**src/rtl/core/aks_pkg.sv**
```systemverilog
// Shared types, constants and the ASCII to HID usage map for the keystroke report sequencer.
`default_nettype none

package aks_pkg;

    localparam int unsigned QUEUE_DEPTH_DEF = 16;
    localparam int unsigned CODE_W          = 8;
    localparam int unsigned TICK_W          = 9;

    localparam logic [CODE_W-1:0] HOLD_RESET = 8'd15;
    localparam logic [TICK_W-1:0] TICK_MAX   = 9'h1FF;

    localparam logic FUNC_PUSH   = 1'b0;
    localparam logic FUNC_TICK   = 1'b1;
    localparam logic KIND_ACK    = 1'b0;
    localparam logic KIND_REPORT = 1'b1;

    localparam logic [CODE_W-1:0] KEY_NONE    = 8'h00;
    localparam logic [CODE_W-1:0] KEY_A       = 8'h04;
    localparam logic [CODE_W-1:0] KEY_1       = 8'h1E;
    localparam logic [CODE_W-1:0] KEY_0       = 8'h27;
    localparam logic [CODE_W-1:0] KEY_NEWLINE = 8'h28;

    localparam logic [CODE_W-1:0] ASCII_LF = 8'h0A;
    localparam logic [CODE_W-1:0] ASCII_0  = 8'h30;
    localparam logic [CODE_W-1:0] ASCII_1  = 8'h31;
    localparam logic [CODE_W-1:0] ASCII_9  = 8'h39;
    localparam logic [CODE_W-1:0] ASCII_LA = 8'h61;
    localparam logic [CODE_W-1:0] ASCII_LZ = 8'h7A;

    // One decoded word passed from the front to the back.
    typedef struct packed {
        logic              is_tick;
        logic [CODE_W-1:0] code;
    } t_cmd;

    // One result word.
    typedef struct packed {
        logic              kind;
        logic              accepted;
        logic [CODE_W-1:0] keycode;
    } t_result;

    function automatic logic [CODE_W-1:0] map_key(input logic [CODE_W-1:0] c);
        logic [CODE_W-1:0] key;
        key = KEY_NONE;
        if (c >= ASCII_LA && c <= ASCII_LZ) begin
            key = KEY_A + (c - ASCII_LA);
        end else if (c >= ASCII_1 && c <= ASCII_9) begin
            key = KEY_1 + (c - ASCII_1);
        end else if (c == ASCII_0) begin
            key = KEY_0;
        end else if (c == ASCII_LF) begin
            key = KEY_NEWLINE;
        end
        return key;
    endfunction

endpackage

`default_nettype wire

```
**src/rtl/core/aks_front.sv**
```systemverilog
// Front end: accept input words, decode them and hold them in a two-entry command queue.
`default_nettype none

module aks_front (
    input  wire logic                          i_clk,
    input  wire logic                          i_rst_n,
    input  wire logic                          i_valid,
    output logic                               o_ready,
    input  wire logic                          i_func,
    input  wire logic [aks_pkg::CODE_W-1:0]    i_char_code,
    output logic                               o_cmd_valid,
    output aks_pkg::t_cmd                      o_cmd,
    input  wire logic                          i_cmd_pop
);

    aks_pkg::t_cmd r_q [2];
    logic          r_wr;
    logic          r_rd;
    logic [1:0]    r_cnt;
    logic          n_wr;
    logic          n_rd;
    logic [1:0]    n_cnt;
    logic          push;
    logic          pop;
    aks_pkg::t_cmd dec;

    always_comb begin
        dec.is_tick = (i_func == aks_pkg::FUNC_TICK);
        dec.code    = i_char_code;
    end

    assign o_ready     = (r_cnt != 2'd2);
    assign push        = i_valid && o_ready;
    assign o_cmd_valid = (r_cnt != 2'd0);
    assign pop         = i_cmd_pop && o_cmd_valid;
    assign o_cmd       = r_q[r_rd];

    always_comb begin
        n_wr  = push ? ~r_wr : r_wr;
        n_rd  = pop ? ~r_rd : r_rd;
        n_cnt = r_cnt + {1'b0, push} - {1'b0, pop};
    end

    always_ff @(posedge i_clk) begin
        if (!i_rst_n) begin
            r_wr  <= 1'b0;
            r_rd  <= 1'b0;
            r_cnt <= 2'd0;
        end else begin
            r_wr  <= n_wr;
            r_rd  <= n_rd;
            r_cnt <= n_cnt;
        end
    end

    always_ff @(posedge i_clk) begin
        if (push) begin
            r_q[r_wr] <= dec;
        end
    end

endmodule

`default_nettype wire

```
**src/rtl/core/aks_back.sv**
```systemverilog
// Back end: character FIFO, press/release sequencer and the output register.
`default_nettype none

module aks_back #(
    parameter int unsigned QUEUE_DEPTH = aks_pkg::QUEUE_DEPTH_DEF
) (
    input  wire logic                          i_clk,
    input  wire logic                          i_rst_n,
    input  wire logic                          i_cfg_we,
    input  wire logic [aks_pkg::CODE_W-1:0]    i_cfg_wdata,
    input  wire logic                          i_cmd_valid,
    input  wire aks_pkg::t_cmd                 i_cmd,
    output logic                               o_cmd_pop,
    output logic                               o_valid,
    input  wire logic                          i_ready,
    output aks_pkg::t_result                   o_result
);

    localparam int unsigned ADDR_W = (QUEUE_DEPTH > 1) ? $clog2(QUEUE_DEPTH) : 1;
    localparam int unsigned FILL_W = $clog2(QUEUE_DEPTH + 1);
    localparam logic [ADDR_W-1:0] LAST_ADDR = ADDR_W'(QUEUE_DEPTH - 1);
    localparam logic [FILL_W-1:0] FULL_CNT  = FILL_W'(QUEUE_DEPTH);

    localparam logic [1:0] PH_IDLE    = 2'd0;
    localparam logic [1:0] PH_PRESS   = 2'd1;
    localparam logic [1:0] PH_RELEASE = 2'd2;

    logic [aks_pkg::CODE_W-1:0] r_mem [QUEUE_DEPTH];
    logic [aks_pkg::CODE_W-1:0] r_rd_data;
    logic [aks_pkg::CODE_W-1:0] r_hold;
    logic [ADDR_W-1:0]          r_head, n_head;
    logic [ADDR_W-1:0]          r_tail, n_tail;
    logic [FILL_W-1:0]          r_fill, n_fill;
    logic [1:0]                 r_phase, n_phase;
    logic [aks_pkg::TICK_W-1:0] r_elapsed, n_elapsed;
    logic [aks_pkg::TICK_W-1:0] el_inc;
    logic                       r_out_valid, n_out_valid;
    aks_pkg::t_result           r_out;
    aks_pkg::t_result           res;
    logic                       res_valid;
    logic                       fire;
    logic                       wr_en;
    logic                       hold_done;

    assign fire      = i_cmd_valid && (!r_out_valid || i_ready);
    assign o_cmd_pop = fire;
    assign o_valid   = r_out_valid;
    assign o_result  = r_out;

    assign el_inc    = (r_elapsed == aks_pkg::TICK_MAX) ? r_elapsed : r_elapsed + 1'b1;
    assign hold_done = (el_inc > {1'b0, r_hold});

    always_comb begin
        n_head    = r_head;
        n_tail    = r_tail;
        n_fill    = r_fill;
        n_phase   = r_phase;
        n_elapsed = r_elapsed;
        wr_en     = 1'b0;
        res_valid = 1'b0;
        res       = '0;
        if (fire) begin
            if (!i_cmd.is_tick) begin
                res_valid = 1'b1;
                res.kind  = aks_pkg::KIND_ACK;
                if (r_fill != FULL_CNT) begin
                    wr_en        = 1'b1;
                    n_tail       = (r_tail == LAST_ADDR) ? '0 : r_tail + 1'b1;
                    n_fill       = r_fill + 1'b1;
                    res.accepted = 1'b1;
                end
            end else begin
                unique case (r_phase)
                    PH_PRESS: begin
                        if (hold_done) begin
                            n_elapsed = '0;
                            n_phase   = PH_RELEASE;
                            res_valid = 1'b1;
                            res.kind  = aks_pkg::KIND_REPORT;
                        end else begin
                            n_elapsed = el_inc;
                        end
                    end
                    PH_RELEASE: begin
                        if (hold_done) begin
                            n_elapsed = '0;
                            n_phase   = PH_IDLE;
                        end else begin
                            n_elapsed = el_inc;
                        end
                    end
                    default: begin
                        // Idle, and the unused code behaves the same.
                        n_phase = PH_IDLE;
                        if (r_fill != '0) begin
                            n_head      = (r_head == LAST_ADDR) ? '0 : r_head + 1'b1;
                            n_fill      = r_fill - 1'b1;
                            n_elapsed   = '0;
                            n_phase     = PH_PRESS;
                            res_valid   = 1'b1;
                            res.kind    = aks_pkg::KIND_REPORT;
                            res.keycode = aks_pkg::map_key(r_rd_data);
                        end
                    end
                endcase
            end
        end
        n_out_valid = (fire && res_valid) ? 1'b1 : (i_ready ? 1'b0 : r_out_valid);
    end

    always_ff @(posedge i_clk) begin
        if (!i_rst_n) begin
            r_hold      <= aks_pkg::HOLD_RESET;
            r_head      <= '0;
            r_tail      <= '0;
            r_fill      <= '0;
            r_phase     <= PH_IDLE;
            r_elapsed   <= '0;
            r_out_valid <= 1'b0;
        end else begin
            if (i_cfg_we) begin
                r_hold <= i_cfg_wdata;
            end
            r_head      <= n_head;
            r_tail      <= n_tail;
            r_fill      <= n_fill;
            r_phase     <= n_phase;
            r_elapsed   <= n_elapsed;
            r_out_valid <= n_out_valid;
        end
    end

    always_ff @(posedge i_clk) begin
        if (fire && res_valid) begin
            r_out <= res;
        end
    end

    // Prefetch the next head entry; forward a write that lands on it.
    always_ff @(posedge i_clk) begin
        if (wr_en) begin
            r_mem[r_tail] <= i_cmd.code;
        end
        if (wr_en && (r_tail == n_head)) begin
            r_rd_data <= i_cmd.code;
        end else begin
            r_rd_data <= r_mem[n_head];
        end
    end

`ifndef SYNTH
    a_fill_bound: assert property (@(posedge i_clk) disable iff (!i_rst_n)
        r_fill <= FULL_CNT)
        else $error("fill count exceeds queue depth");

    a_empty_ptrs: assert property (@(posedge i_clk) disable iff (!i_rst_n)
        (r_fill == '0) |-> (r_head == r_tail))
        else $error("empty queue with unequal pointers");

    a_out_hold: assert property (@(posedge i_clk) disable iff (!i_rst_n)
        (r_out_valid && !i_ready) |=> (r_out_valid && $stable(r_out)))
        else $error("stalled result was dropped or overwritten");

    a_press_entry: assert property (@(posedge i_clk) disable iff (!i_rst_n)
        (fire && i_cmd.is_tick && r_phase == PH_IDLE && r_fill != '0)
            |=> (r_phase == PH_PRESS && r_elapsed == '0))
        else $error("dequeue did not enter press phase");
`endif

endmodule

`default_nettype wire

```
**src/rtl/core/ascii_keystroke_report_sequencer.sv**
```systemverilog
// An accepted word is registered in the command queue, its result word, if any, in the output register.
// Throughput: one word per cycle; the back end retires one command per cycle unless the output is stalled.
// A result stalled on i_ready holds the back end; the input keeps taking words
// until the two-entry command queue is full, then drops o_ready.
// Reset (i_rst_n low, synchronous): queues empty, sequencer idle, hold_ticks = 15.
// FIFO storage is not cleared; entries are only read after being written.
`default_nettype none

module ascii_keystroke_report_sequencer #(
    parameter int unsigned QUEUE_DEPTH = aks_pkg::QUEUE_DEPTH_DEF
) (
    input  wire logic                          i_clk,
    input  wire logic                          i_rst_n,
    // configuration: hold_ticks
    input  wire logic                          i_cfg_we,
    input  wire logic [aks_pkg::CODE_W-1:0]    i_cfg_wdata,
    // input word channel
    input  wire logic                          i_valid,
    output logic                               o_ready,
    input  wire logic                          i_func,
    input  wire logic [aks_pkg::CODE_W-1:0]    i_char_code,
    // result word channel
    output logic                               o_valid,
    input  wire logic                          i_ready,
    output logic                               o_kind,
    output logic                               o_accepted,
    output logic [aks_pkg::CODE_W-1:0]         o_keycode
);

    aks_pkg::t_cmd    cmd;
    aks_pkg::t_result result;
    logic             cmd_valid;
    logic             cmd_pop;

    // Front: take every word the command queue has room for and decode it
    // into push or tick. Two entries keep the input flowing back to back,
    // since o_ready does not wait on the pop from the back end.
    aks_front u_front (
        .i_clk       (i_clk),
        .i_rst_n     (i_rst_n),
        .i_valid     (i_valid),
        .o_ready     (o_ready),
        .i_func      (i_func),
        .i_char_code (i_char_code),
        .o_cmd_valid (cmd_valid),
        .o_cmd       (cmd),
        .i_cmd_pop   (cmd_pop)
    );

    // Back: execute commands strictly in order. A push updates the
    // character FIFO and answers with an acknowledge; a tick advances the
    // press/release sequencer and may dequeue a byte into a press report.
    // A command retires whenever the output register is free or draining.
    aks_back #(
        .QUEUE_DEPTH (QUEUE_DEPTH)
    ) u_back (
        .i_clk       (i_clk),
        .i_rst_n     (i_rst_n),
        .i_cfg_we    (i_cfg_we),
        .i_cfg_wdata (i_cfg_wdata),
        .i_cmd_valid (cmd_valid),
        .i_cmd       (cmd),
        .o_cmd_pop   (cmd_pop),
        .o_valid     (o_valid),
        .i_ready     (i_ready),
        .o_result    (result)
    );

    // Split the result word onto its ports.
    assign o_kind     = result.kind;
    assign o_accepted = result.accepted;
    assign o_keycode  = result.keycode;

endmodule

`default_nettype wire
```
**config.mk**
```make
export PLATFORM = sky130hd
export DESIGN_NAME = ascii_keystroke_report_sequencer
export DESIGN_NICKNAME = d
export VERILOG_FILES = /design/src/rtl/core/aks_pkg.sv /design/src/rtl/core/aks_front.sv /design/src/rtl/core/aks_back.sv /design/src/rtl/core/ascii_keystroke_report_sequencer.sv
export SDC_FILE = /design/constraint.sdc
export NUM_CORES = 1
export LEC_CHECK = 0
export ABC_AREA = 1
export BUFFER_PORTS_ARGS = -buffer_cell sky130_fd_sc_hd__buf_2
export CELL_PAD_IN_SITES_DETAIL_PLACEMENT = 1
export CELL_PAD_IN_SITES_GLOBAL_PLACEMENT = 1
export CORE_MARGIN = 3
export CORE_UTILIZATION = 30
export CTS_CLUSTER_DIAMETER = 100
export CTS_CLUSTER_SIZE = 40
export DETAILED_ROUTE_END_ITERATION = 8
export GPL_TIMING_DRIVEN = 0
export PLACE_DENSITY_LB_ADDON = 0.1
export SYNTH_ARGS = -nofsm -noshare
export SYNTH_HDL_FRONTEND = slang
export SYNTH_SLANG_ARGS = --single-unit
```
**constraint.sdc**
```tcl
create_clock -name i_clk -period 3.2 [get_ports i_clk]
set_input_delay 0.32 -clock i_clk [delete_from_list [all_inputs] [get_ports i_clk]]
set_output_delay 0.32 -clock i_clk [all_outputs]
set_load 0.005 [all_outputs]
```
==> impl_metrics.toml <==
[min_path]
hold_path_class = "input port to register"
hold_start = "i_char_code[3]"

[job]
drv_cap = 0

[logic_synthesis]
ys_seq_area_share_pct = 60.3
netlist_area_sq_um = 9170
synth_warnings = 0
synth_area_leader_cell = "edfxtp_1"
synth-seq-cells = 198
postSynthCellCount = 946
synth.top_cell.area_share_pct = 51.1
synth.distinct_cells = 42
synth.avg_cell_area_sq_um = 9.69
ys_top_cells_by_area = "edfxtp_1 (51%), nand2_1 (9.3%), dfxtp_1 (9.2%)"

[global_routing]
grt_use_total_pct = 15.3
grt_pass1_vias = 6664
antenna_found_initial = 0
grt_max_degree = 24
grt_remaining_overflow = 0
grt_pass1_wl_um = 38500

[critical_path]
crit_type = "register to register"
required_ns = 3.40
slowest_delay_ns = 0.37
crit_slowest_cell = "dfxtp_4"
crit_path_max_fanout = 4
rr_startpoint = "u_back.r_elapsed[0]"
arrival_ns = 3.24
crit_path_cell_trace = "ha_4 -> nand2_2 -> inv_2 -> nand4_1 -> nor2_2 -> inv_2 -> nand2_2 -> inv_2 -> nand2_4 -> xnor2_4 -> ha_4 -> a21oi_2 -> o21a_1 -> nor2_1 -> nor2_1 -> o31ai_2 -> nand3_1 -> nand3_2 -> nand2_2 -> clkinvlp_4 -> clkbuf_16"
cp-start-kind = "register"
endpoint_kind = "register"
critPathLaunch = "u_back.r_elapsed[0]"

[clocking]
ctsHoldBuffers = 0
cts_buffers = 17
cts_tree = "yes"
root_buffer = "clkbuf_16"
clk_pin_slew_worst_paths_ns = 0.09
h-tree-depth = 4
insertion_delay_ns = 0.44
cts.sinks = 198
clockBufferDepth = 2

[drt]
avgRoutedWirePerCell_um = 17.2
avgViaCountPerCell = 4.59
ant_nets = 0
drt-total-wl_um = 24400
drtIter0Drc = 283
via_count = 6478
drc = 0
dr.pass1.iters = 4

[timing]
relSlewSlack_pct = 9.53
min_period_ns = 3.04
worst_pin_slew_ns = 1.35
drv_slew = 0
finalSetupViolCount = 0
whs_ns = 0.0559
fin_crit_sh_pct = 95.0
max_freq_mhz = 329
finalHoldViolCount = 0
rsz0062_at_grt = "yes"
finClkSkew_ns = 0.0150

[final_layout]
final_common_cell = "nand2_1"
fin_area_sq_um = 10700
diodes = 0
final_cell_mix = "nand2_1 (219), edfxtp_1 (156), inv_1 (137)"
area_growth_pct = 16.8
final_nets = 1057
fin_cells = 1412
fillers = 3368
drive_above_1_share_pct = 15.6

[floorplan]
pin_count = 34
die_area_sq_um = 32700
die_h_um = 181
initial_core_util_pct = 30.7
chipWidth_um = 181
std_cell_rows = 63
core_area_sq_um = 29900

[placed_design]
hpwl_um = 16100
port_buffers = 33
gp_congestion = 0.724
placed_area_sq_um = 9820
dp_cells = 1370

[power]
ir_drop_mv = 0.306
p_leak_nw = 4.41
cellPowerDensity_nw_per_um2 = 788

[outcome]
status = "finished, final reports clean"
repair_timing:
action | CTS | global route
pin swaps | 1 | 9
setup buffers | 4 | 6
cloned | 0 | 1
resized for setup | 5 | 37
endpoints found under the setup margin | 21 | 27
per-layer routing:
metal	part of all wire, %	up-vias	track usage [%]	wire (um)
met3	2.1	18	2.30	510
met2	50	53	26.2	12100
met1	47	3167	20.4	11500
li1	-	3240	-	-
met4	1.0	0	3.68	255
met5	0	-	0	0
flip-flops by register name, summed over array words and instances, names as in the netlist, named ones only:
register / cells
u_back.o_result: 10
u_back.o_valid: 1
u_back.r_elapsed: 9
u_back.r_fill: 5
u_back.r_head: 4
u_back.r_hold: 8
u_back.r_mem: 128
u_back.r_phase: 2
u_back.r_tail: 4
u_front.r_cnt: 2
u_front.r_q: 18
u_front.r_rd: 1
u_front.r_wr: 1
worst paths after layout:
kind,cells after the start,endpoint,slack [ns]
max,21,u_back.o_result[9],0.16
min,1,u_front.r_q[0][3],0.06
max reg2reg,21,u_back.o_result[9],0.16
min reg2reg,1,register,0.46
Yosys cell counts, drive strengths merged:
cell and instances:
nand2 234, ha 25, nand4 6, clkbuf 3, nand3 122, a2bb2oi 1, edfxtp 156, xnor2 3
a21boi 1, fa 1, xor2 11, conb 1, nor4 2, o21ai 32, o211ai 5, or2 2
o31ai 1, a21oi 40, dfxtp 42, and2 1, a211oi 2, nor2 70, o2111ai 1, mux2 8
nor3 2, buf 26, inv 146, o21a 2
power breakdown:
group,total [mW],switching [mW],leakage [nW],internal [mW]
registers,3.31,0.102,1.77,3.20
clock network,2.27,1.18,0.300,1.09
logic,2.85,1.91,2.35,0.942
logic make-up after synthesis:
logic type                 Yosys count  share of synthesized area, %
AOI/OAI and AO/OA                   85                          5.19
xor gates and xnor gates            14                          1.34
adders and majority gates           26                          3.63
buffers and inverters              175                          7.97
DFF                                198                          60.3
muxes                                8                         0.983
other                                1                        0.0409
and+or+nand+nor                    439                          20.6
layout make-up:
class                   instances  area [sq um]  share of cell area, %
clock inverters                15           208                   1.94
flip-flops and latches        198          5540                   51.8
multi-input cells             574          3030                   28.3
repair buffers                 44           278                   2.59
well taps                     390           488                   4.56
plain buffers                  28           185                   1.73
clock buffers                  17           425                   3.97
inverters                     146           554                   5.18
critical path, delay by kind of cell, from the launching register on:
kind | cells | cell delay [ns]
AOI/OAI and AO/OA | 3 | 0.34
DFF | 1 | 0.37
and+or+nand+nor | 10 | 0.98
buffers and inverters | 5 | 0.59
xor gates and xnor gates | 1 | 0.14
adders and majority gates | 2 | 0.38
per-stage QoR:
step                      TNS, ns  setup slack [ns]  util [%]  total power [mW]
after CTS                       0            0.0189      35.2              8.47
after global routing       -0.896           -0.0984      35.8              9.07
after floorplan                 0             0.261         -              5.22
after detailed placement    -6.53            -0.532      32.9              6.11
final                           0             0.161      35.8              8.43
after global placement      -6.43            -0.529      32.9              6.10
(Power assumes the default switching activity.)
